$ cat src/hdl/msadpcm_pkg.sv
package msadpcm_pkg;

	localparam int NUM_CHANNELS = 2;
	localparam int SAMPLE_W = 16;
	localparam int NIBBLE_W = 4;
	localparam int TAB_W = 10;

	localparam int Q_DEPTH = 2;
	localparam int Q_PTR_W = (Q_DEPTH > 1) ? $clog2(Q_DEPTH) : 1;
	localparam int Q_CNT_W = $clog2(Q_DEPTH + 1);

	localparam logic [1:0] OP_LOAD = 2'd0;
	localparam logic [1:0] OP_DECODE = 2'd1;
	localparam logic [1:0] OP_EMIT = 2'd2;

	localparam logic signed [SAMPLE_W-1:0] PCM_MAX = 16'sd32767;
	localparam logic signed [SAMPLE_W-1:0] PCM_MIN = -16'sd32768;
	localparam logic signed [SAMPLE_W-1:0] STEP_FLOOR = 16'sd16;

	typedef enum logic [1:0] {
		KIND_LOAD,
		KIND_DECODE,
		KIND_EMIT
	} kind_t;

	typedef struct packed {
		kind_t                       kind;
		logic                        chan;
		logic [NIBBLE_W-1:0]         code_nibble;
		logic signed [SAMPLE_W-1:0]  coef_one;
		logic signed [SAMPLE_W-1:0]  coef_two;
		logic signed [SAMPLE_W-1:0]  initial_step;
		logic signed [SAMPLE_W-1:0]  newer_history;
		logic signed [SAMPLE_W-1:0]  older_history;
		logic                        pick_newer;
	} work_t;

	function automatic logic [TAB_W-1:0] adapt_factor(input logic [NIBBLE_W-1:0] code);
		logic [TAB_W-1:0] f;
		case (code)
			4'd4:    f = 10'd307;
			4'd5:    f = 10'd409;
			4'd6:    f = 10'd512;
			4'd7:    f = 10'd614;
			4'd8:    f = 10'd768;
			4'd9:    f = 10'd614;
			4'd10:   f = 10'd512;
			4'd11:   f = 10'd409;
			4'd12:   f = 10'd307;
			default: f = 10'd230;
		endcase
		return f;
	endfunction

endpackage

$ cat src/hdl/ms_adpcm_sample_decoder.sv
// Channel   Handshake                 Payload
// item      item_valid / item_stall   op, chan, code_nibble, coef_one, coef_two,
//                                     initial_step, newer_history, older_history, pick_newer
// sample    pcm_valid / pcm_stall     pcm, out_chan
//
// One item per cycle while unstalled; results pass the input, queue and output registers.
// The decode unit reads and writes the channel state in the same cycle, so a decode
// for a channel may directly follow another for that channel.
// Reset clears all channel state, the queue and both valid flags.
// A stall on the sample side fills the output register, then the two-entry queue,
// then the input register before item_stall rises; header loads still drain.
module ms_adpcm_sample_decoder (
	input  logic                                    clk,
	input  logic                                    arst_n,
	input  logic                                    item_valid,
	output logic                                    item_stall,
	input  logic [1:0]                              op,
	input  logic                                    chan,
	input  logic [msadpcm_pkg::NIBBLE_W-1:0]        code_nibble,
	input  logic signed [msadpcm_pkg::SAMPLE_W-1:0] coef_one,
	input  logic signed [msadpcm_pkg::SAMPLE_W-1:0] coef_two,
	input  logic signed [msadpcm_pkg::SAMPLE_W-1:0] initial_step,
	input  logic signed [msadpcm_pkg::SAMPLE_W-1:0] newer_history,
	input  logic signed [msadpcm_pkg::SAMPLE_W-1:0] older_history,
	input  logic                                    pick_newer,
	output logic                                    pcm_valid,
	input  logic                                    pcm_stall,
	output logic signed [msadpcm_pkg::SAMPLE_W-1:0] pcm,
	output logic                                    out_chan
);
	import msadpcm_pkg::*;

	logic  push_valid;
	work_t push_item;
	logic  queue_full;
	logic  pop_valid;
	work_t pop_item;
	logic  pop;

	msadpcm_front u_front (
		.clk           (clk),
		.arst_n        (arst_n),
		.item_valid    (item_valid),
		.item_stall    (item_stall),
		.op            (op),
		.chan          (chan),
		.code_nibble   (code_nibble),
		.coef_one      (coef_one),
		.coef_two      (coef_two),
		.initial_step  (initial_step),
		.newer_history (newer_history),
		.older_history (older_history),
		.pick_newer    (pick_newer),
		.push_valid    (push_valid),
		.push_item     (push_item),
		.queue_full    (queue_full)
	);

	msadpcm_queue u_queue (
		.clk        (clk),
		.arst_n     (arst_n),
		.push_valid (push_valid),
		.push_item  (push_item),
		.queue_full (queue_full),
		.pop_valid  (pop_valid),
		.pop_item   (pop_item),
		.pop        (pop)
	);

	msadpcm_back u_back (
		.clk        (clk),
		.arst_n     (arst_n),
		.work_valid (pop_valid),
		.work_item  (pop_item),
		.work_pop   (pop),
		.pcm_valid  (pcm_valid),
		.pcm_stall  (pcm_stall),
		.pcm        (pcm),
		.out_chan   (out_chan)
	);

endmodule

$ cat src/hdl/msadpcm_front.sv
module msadpcm_front (
	input  logic                                clk,
	input  logic                                arst_n,
	input  logic                                item_valid,
	output logic                                item_stall,
	input  logic [1:0]                          op,
	input  logic                                chan,
	input  logic [msadpcm_pkg::NIBBLE_W-1:0]    code_nibble,
	input  logic signed [msadpcm_pkg::SAMPLE_W-1:0] coef_one,
	input  logic signed [msadpcm_pkg::SAMPLE_W-1:0] coef_two,
	input  logic signed [msadpcm_pkg::SAMPLE_W-1:0] initial_step,
	input  logic signed [msadpcm_pkg::SAMPLE_W-1:0] newer_history,
	input  logic signed [msadpcm_pkg::SAMPLE_W-1:0] older_history,
	input  logic                                pick_newer,
	output logic                                push_valid,
	output msadpcm_pkg::work_t                  push_item,
	input  logic                                queue_full
);
	import msadpcm_pkg::*;

	logic  valid_s1;
	work_t item_s1;
	logic  accept;
	logic  keep;
	kind_t kind;

	always_comb begin
		keep = int'(chan) < NUM_CHANNELS;
		kind = KIND_LOAD;
		case (op)
			OP_LOAD:   kind = KIND_LOAD;
			OP_DECODE: kind = KIND_DECODE;
			OP_EMIT:   kind = KIND_EMIT;
			default:   keep = 1'b0;
		endcase
	end

	assign item_stall = valid_s1 && queue_full;
	assign accept = item_valid && !item_stall;

	always_ff @(posedge clk or negedge arst_n) begin
		if (!arst_n) begin
			valid_s1 <= 1'b0;
		end else if (accept) begin
			valid_s1 <= keep;
		end else if (!queue_full) begin
			valid_s1 <= 1'b0;
		end
	end

	always_ff @(posedge clk) begin
		if (accept) begin
			item_s1.kind <= kind;
			item_s1.chan <= chan;
			item_s1.code_nibble <= code_nibble;
			item_s1.coef_one <= coef_one;
			item_s1.coef_two <= coef_two;
			item_s1.initial_step <= initial_step;
			item_s1.newer_history <= newer_history;
			item_s1.older_history <= older_history;
			item_s1.pick_newer <= pick_newer;
		end
	end

	assign push_valid = valid_s1;
	assign push_item = item_s1;

endmodule

$ cat src/hdl/msadpcm_queue.sv
module msadpcm_queue (
	input  logic               clk,
	input  logic               arst_n,
	input  logic               push_valid,
	input  msadpcm_pkg::work_t push_item,
	output logic               queue_full,
	output logic               pop_valid,
	output msadpcm_pkg::work_t pop_item,
	input  logic               pop
);
	import msadpcm_pkg::*;

	work_t                mem_q [Q_DEPTH];
	logic [Q_PTR_W-1:0]   wr_ptr_q;
	logic [Q_PTR_W-1:0]   rd_ptr_q;
	logic [Q_CNT_W-1:0]   cnt_q;
	logic                 do_push;
	logic                 do_pop;

	assign queue_full = cnt_q == Q_CNT_W'(Q_DEPTH);
	assign pop_valid = cnt_q != '0;
	assign pop_item = mem_q[rd_ptr_q];
	assign do_push = push_valid && !queue_full;
	assign do_pop = pop && pop_valid;

	always_ff @(posedge clk or negedge arst_n) begin
		if (!arst_n) begin
			wr_ptr_q <= '0;
			rd_ptr_q <= '0;
			cnt_q <= '0;
		end else begin
			if (do_push) begin
				wr_ptr_q <= (wr_ptr_q == Q_PTR_W'(Q_DEPTH - 1)) ? '0 : wr_ptr_q + 1'b1;
			end
			if (do_pop) begin
				rd_ptr_q <= (rd_ptr_q == Q_PTR_W'(Q_DEPTH - 1)) ? '0 : rd_ptr_q + 1'b1;
			end
			case ({do_push, do_pop})
				2'b10:   cnt_q <= cnt_q + 1'b1;
				2'b01:   cnt_q <= cnt_q - 1'b1;
				default: cnt_q <= cnt_q;
			endcase
		end
	end

	always_ff @(posedge clk) begin
		if (do_push) begin
			mem_q[wr_ptr_q] <= push_item;
		end
	end

endmodule

$ cat src/hdl/msadpcm_back.sv
module msadpcm_back (
	input  logic                                    clk,
	input  logic                                    arst_n,
	input  logic                                    work_valid,
	input  msadpcm_pkg::work_t                      work_item,
	output logic                                    work_pop,
	output logic                                    pcm_valid,
	input  logic                                    pcm_stall,
	output logic signed [msadpcm_pkg::SAMPLE_W-1:0] pcm,
	output logic                                    out_chan
);
	import msadpcm_pkg::*;

	logic signed [SAMPLE_W-1:0] step_q   [NUM_CHANNELS];
	logic signed [SAMPLE_W-1:0] newer_q  [NUM_CHANNELS];
	logic signed [SAMPLE_W-1:0] older_q  [NUM_CHANNELS];
	logic signed [SAMPLE_W-1:0] coef_a_q [NUM_CHANNELS];
	logic signed [SAMPLE_W-1:0] coef_b_q [NUM_CHANNELS];

	logic                       out_valid_q;
	logic signed [SAMPLE_W-1:0] pcm_q;
	logic                       chan_q;

	logic                       slot_free;
	logic                       fire;
	logic signed [SAMPLE_W-1:0] cur_step;
	logic signed [SAMPLE_W-1:0] cur_newer;
	logic signed [SAMPLE_W-1:0] cur_older;
	logic signed [SAMPLE_W-1:0] cur_a;
	logic signed [SAMPLE_W-1:0] cur_b;
	logic signed [NIBBLE_W-1:0] delta;
	logic signed [31:0]         prod_a;
	logic signed [31:0]         prod_b;
	logic signed [32:0]         pred_sum;
	logic signed [24:0]         pred;
	logic signed [19:0]         dstep;
	logic signed [25:0]         sample;
	logic signed [SAMPLE_W-1:0] sample_clip;
	logic signed [TAB_W:0]      factor;
	logic signed [26:0]         step_prod;
	logic signed [SAMPLE_W-1:0] step_raw;
	logic signed [SAMPLE_W-1:0] step_next;
	logic signed [SAMPLE_W-1:0] emit_val;

	assign cur_step = step_q[work_item.chan];
	assign cur_newer = newer_q[work_item.chan];
	assign cur_older = older_q[work_item.chan];
	assign cur_a = coef_a_q[work_item.chan];
	assign cur_b = coef_b_q[work_item.chan];

	assign delta = $signed(work_item.code_nibble);
	assign prod_a = cur_newer * cur_a;
	assign prod_b = cur_older * cur_b;
	assign pred_sum = 33'(prod_a) + 33'(prod_b);
	assign pred = $signed(pred_sum[32:8]);
	assign dstep = 20'(delta) * 20'(cur_step);
	assign sample = 26'(dstep) + 26'(pred);

	always_comb begin
		if (sample > 26'(PCM_MAX)) begin
			sample_clip = PCM_MAX;
		end else if (sample < 26'(PCM_MIN)) begin
			sample_clip = PCM_MIN;
		end else begin
			sample_clip = sample[SAMPLE_W-1:0];
		end
	end

	assign factor = $signed({1'b0, adapt_factor(work_item.code_nibble)});
	assign step_prod = 27'(factor) * 27'(cur_step);
	assign step_raw = $signed(step_prod[23:8]);
	assign step_next = (step_raw < STEP_FLOOR) ? STEP_FLOOR : step_raw;
	assign emit_val = work_item.pick_newer ? cur_newer : cur_older;

	assign slot_free = !out_valid_q || !pcm_stall;
	assign fire = work_valid && (work_item.kind == KIND_LOAD || slot_free);
	assign work_pop = fire;

	always_ff @(posedge clk or negedge arst_n) begin
		if (!arst_n) begin
			for (int i = 0; i < NUM_CHANNELS; i++) begin
				step_q[i] <= '0;
				newer_q[i] <= '0;
				older_q[i] <= '0;
				coef_a_q[i] <= '0;
				coef_b_q[i] <= '0;
			end
		end else if (fire) begin
			case (work_item.kind)
				KIND_LOAD: begin
					coef_a_q[work_item.chan] <= work_item.coef_one;
					coef_b_q[work_item.chan] <= work_item.coef_two;
					step_q[work_item.chan] <= work_item.initial_step;
					newer_q[work_item.chan] <= work_item.newer_history;
					older_q[work_item.chan] <= work_item.older_history;
				end
				KIND_DECODE: begin
					step_q[work_item.chan] <= step_next;
					older_q[work_item.chan] <= cur_newer;
					newer_q[work_item.chan] <= sample_clip;
				end
				default: begin
				end
			endcase
		end
	end

	always_ff @(posedge clk or negedge arst_n) begin
		if (!arst_n) begin
			out_valid_q <= 1'b0;
		end else if (fire && work_item.kind != KIND_LOAD) begin
			out_valid_q <= 1'b1;
		end else if (!pcm_stall) begin
			out_valid_q <= 1'b0;
		end
	end

	always_ff @(posedge clk) begin
		if (fire && work_item.kind != KIND_LOAD) begin
			pcm_q <= (work_item.kind == KIND_DECODE) ? sample_clip : emit_val;
			chan_q <= work_item.chan;
		end
	end

	assign pcm_valid = out_valid_q;
	assign pcm = pcm_q;
	assign out_chan = chan_q;

endmodule

$ cat config.mk
export PLATFORM = sky130hd
export DESIGN_NAME = ms_adpcm_sample_decoder
export DESIGN_NICKNAME = d
export VERILOG_FILES = /design/src/hdl/msadpcm_pkg.sv /design/src/hdl/ms_adpcm_sample_decoder.sv /design/src/hdl/msadpcm_front.sv /design/src/hdl/msadpcm_queue.sv /design/src/hdl/msadpcm_back.sv
export SDC_FILE = /design/constraint.sdc
export NUM_CORES = 2
export LEC_CHECK = 0
export BUFFER_PORTS_ARGS = -buffer_cell sky130_fd_sc_hd__buf_2
export CAP_MARGIN = 20
export CORE_MARGIN = 2
export CORE_UTILIZATION = 35
export DETAILED_ROUTE_END_ITERATION = 8
export GPL_ROUTABILITY_DRIVEN = 0
export SLEW_MARGIN = 20
export SYNTH_ARGS = -nofsm -noshare
export SYNTH_HDL_FRONTEND = slang
export SYNTH_SLANG_ARGS = --single-unit
$ cat constraint.sdc
create_clock -name clk -period 17.9 [get_ports clk]
set_input_delay 0.895 -clock clk [delete_from_list [all_inputs] [get_ports clk]]
set_output_delay 0.895 -clock clk [all_outputs]
set_load 0.005 [all_outputs]
==> metrics <==
Post-synth ARST share=0.371; multi-input logic area=approximately 0.029 mm²; DRT Pass-1 Iters=6; reg2reg path depth=between 40 and 50; Worst Skew=0.0884 ns; core area=0.129 mm²; synth-to-layout area growth=9.42%; crit-path max cell delay=0.69 ns; status=finished, final reports clean; worst rel slew slack=0.326; share of the synthesized area in the top cell type=0.342; Die Area=0.133 mm²; per-cell routed wire length=19.1 µm; CP endpoint kind=register; clk_lat worst skew=0.66 ns; Die Wd=about 360 µm; ranking of synthesized cells by area=fa_1 (34%), edfxtp_1 (19%), dfrtp_1 (9.2%), inv_1 (7.4%), ha_1 (7.1%); pin count of the biggest net entering global routing=92; fillcell total=12,900; met2 WL=~56,000 µm; Worst-path clk slew=0.07 ns; n_diodes=0; CTS Buf Count=48; antenna viol nets, final=0; Arrival @ worst endpoint=15.31 ns; worst-margin pin slew=roughly 1 ns; vias in the first global route=33,100; PortBufs=110; crit path kind=register to register; Iter 0 DRT Violations=2,617; Post-Syn Area=around 0.045 mm²; final hold viol count=0; R2R Setup Slk=3.05 ns; critical path peak fanout=33; detailed-route vias per instance=4.90; Max Used Layer=met4; Vias=31,300; Net Count, Synth=5,691; Final HPWL DP=100,000 µm; yosys warns=0; register area=0.0126 mm²; Primary FF master, synth=edfxtp_1; final slew viol count=0; sum of routed wire segments on met1=51,600 µm; # hold bufs at CTS=0; CP required=18.37 ns; Post-synth EDFFs=281; r2r startpoint=u_queue.rd_ptr_q; die height=364 µm; starting density of the core=0.351; Critical Path Start Type=register; Mean Syn Cell Area=between 9 and 10 µm²; synth unique cells=78; Critical Path Slowest Stage Cell=dfrtp_4; Fin Setup TNS=0 ns; DRC violation count after routing=0; post-CTS sizing=0; H-tree Lvls=2; # IOs=111; Sinks on Clock Net=roughly 450; Met3 Wirelength=9290 µm; # setup viols final=0; FMAX=0.0674 GHz; CTS tree=built; layout cells sized above 1=0.0671; GRT Total Usage=0.191; fin crit share=0.829; nets=about 5,700; fin crit period=14.85 ns; CTS Buffer Depth=3; number of synthesized register bits=447; buffers inserted by post-CTS timing repair=0; sequential share of the synthesized area=0.277; grt total ovfl=0; Rows=132; RSZ-0062 raised after global routing=no; global-route wire length before repair=194,000 µm; initial antenna violation count=2; Post-Route WL=122,000 µm; Worst R2R End=u_back.pcm[1]; cell mode on critical path=fa_1; worst hold path type=input port to async pin; max_cap viols=0; Mapped Cells=4,567; cell type with the largest total area after synthesis=fa_1; Root Buffer=clkbuf_16
==> state kept, by name, indices dropped and copies added, names as in the netlist <==
name,flops
u_back.older_q,32
u_back.pcm,16
u_back.pcm_valid,1
u_front.push_item,88
u_front.push_valid,1
u_back.newer_q,32
u_back.coef_b_q,32
u_queue.wr_ptr_q,1
u_queue.cnt_q,2
u_queue.rd_ptr_q,1
u_back.out_chan,1
u_queue.mem_q,176
u_back.step_q,32
u_back.coef_a_q,32
==> Yosys cell counts (all sizes together), types with 3 or more instances <==
library cell,instances
mux2i,96
o22ai,8
clkbuf,153
edfxtp,281
o31a,4
o21bai,4
nor2,547
or3b,3
ha,257
a21oi,115
and3,8
nand2,708
o21a,9
inv,896
xnor2,65
o31ai,9
nand3,13
a31oi,13
o22a,3
a211oi,7
nand3b,3
buf,18
nand4,8
nor3,15
o211ai,4
a21o,33
a22oi,3
and2,71
nor4,3
o21ai,154
nand2b,9
nor2b,9
fa,775
o211a,3
dfrtp,166
or3,3
xor2,23
mux2,10
or2,26
==> per-layer routing <==
metal | global-route usage | vias up
li1 | - | 14000
met1 | 0.259 | 15900
met2 | 0.304 | 1130
met3 | 0.0366 | 241
met4 | 0.0737 | 0
met5 | 0 | -
==> cell type report <==
class	instances	share of cell area
multi-input combinational	3052	0.581
timing repair buffer	164	0.0198
clock inverter	34	0.00804
tap	1742	0.0439
sequential	447	0.254
clock buffer	56	0.0252
inverter	897	0.0679
==> worst max-delay path by stage <==
stage / depth (start not counted) / slack, ns / end / from
after floorplan: 51 / 5.07 / u_back.pcm[0] / u_queue.rd_ptr_q
after global placement: 48 / 3.07 / u_back.pcm[0] / u_queue.rd_ptr_q
after detailed placement: 48 / 3.21 / u_back.pcm[1] / u_queue.rd_ptr_q
after CTS: 48 / 3.13 / u_back.pcm[1] / u_queue.rd_ptr_q
after global routing: 48 / 2.18 / u_back.pcm[1] / u_queue.rd_ptr_q
final: 48 / 3.05 / u_back.pcm[1] / u_queue.rd_ptr_q
==> cells by family after synthesis <==
logic type	share of synthesized area
simple gates	0.129
buf+inv	0.0886
fa+ha+maj	0.413
xor+xnor	0.0170
flops	0.277
mux	0.0241
compound gates	0.0514
==> cell usage in the layout (no fill, tap or decap), types with 7 or more instances in the layout <==
cell type,count
and3_1,7
o31ai_1,8
or2_2,26
mux2i_1,90
nor3_1,14
and2_1,70
o21a_1,9
a31oi_1,13
nor2_1,543
a211oi_1,7
mux2_2,9
nor2b_1,9
nand2b_1,9
xor2_1,23
buf_4,50
a21o_1,33
nand4_1,8
nand2_1,704
fa_1,775
buf_2,109
ha_1,257
a21oi_1,115
xnor2_1,65
clkbuf_16,48
o22ai_1,7
inv_1,894
o21ai_0,149
edfxtp_1,281
clkinv_2,14
dfrtp_1,165
nand3_1,13
==> worst max-delay path, delay by kind of cell (launching register included) <==
family | cells | cell delay, ns
buffers and inverters | 11 | 1.72
multiplexers | 1 | 0.29
XOR/XNOR | 2 | 0.24
AND/OR/NAND/NOR | 6 | 1.58
AO/OA/AOI/OAI | 15 | 4.21
flip-flops | 1 | 0.69
adder cells (fa/ha/maj) | 13 | 5.90
==> stage by stage <==
step                      area (µm²)  setup slack (ns)  hold WS, ns   util  cells
after global placement         48000              3.07        0.423  0.371   6300
after floorplan                45400              5.07        0.421      -   4567
final                          49700              3.05        0.333  0.384   6392
after CTS                      49600              3.13        0.369  0.384   6390
after global routing           49700              2.18        0.406  0.384   6392
after detailed placement       48000              3.21        0.430  0.371   6300
Power is not shown: default switching activity piles up to over one toggle a cycle in this logic, so the estimate is an artifact.
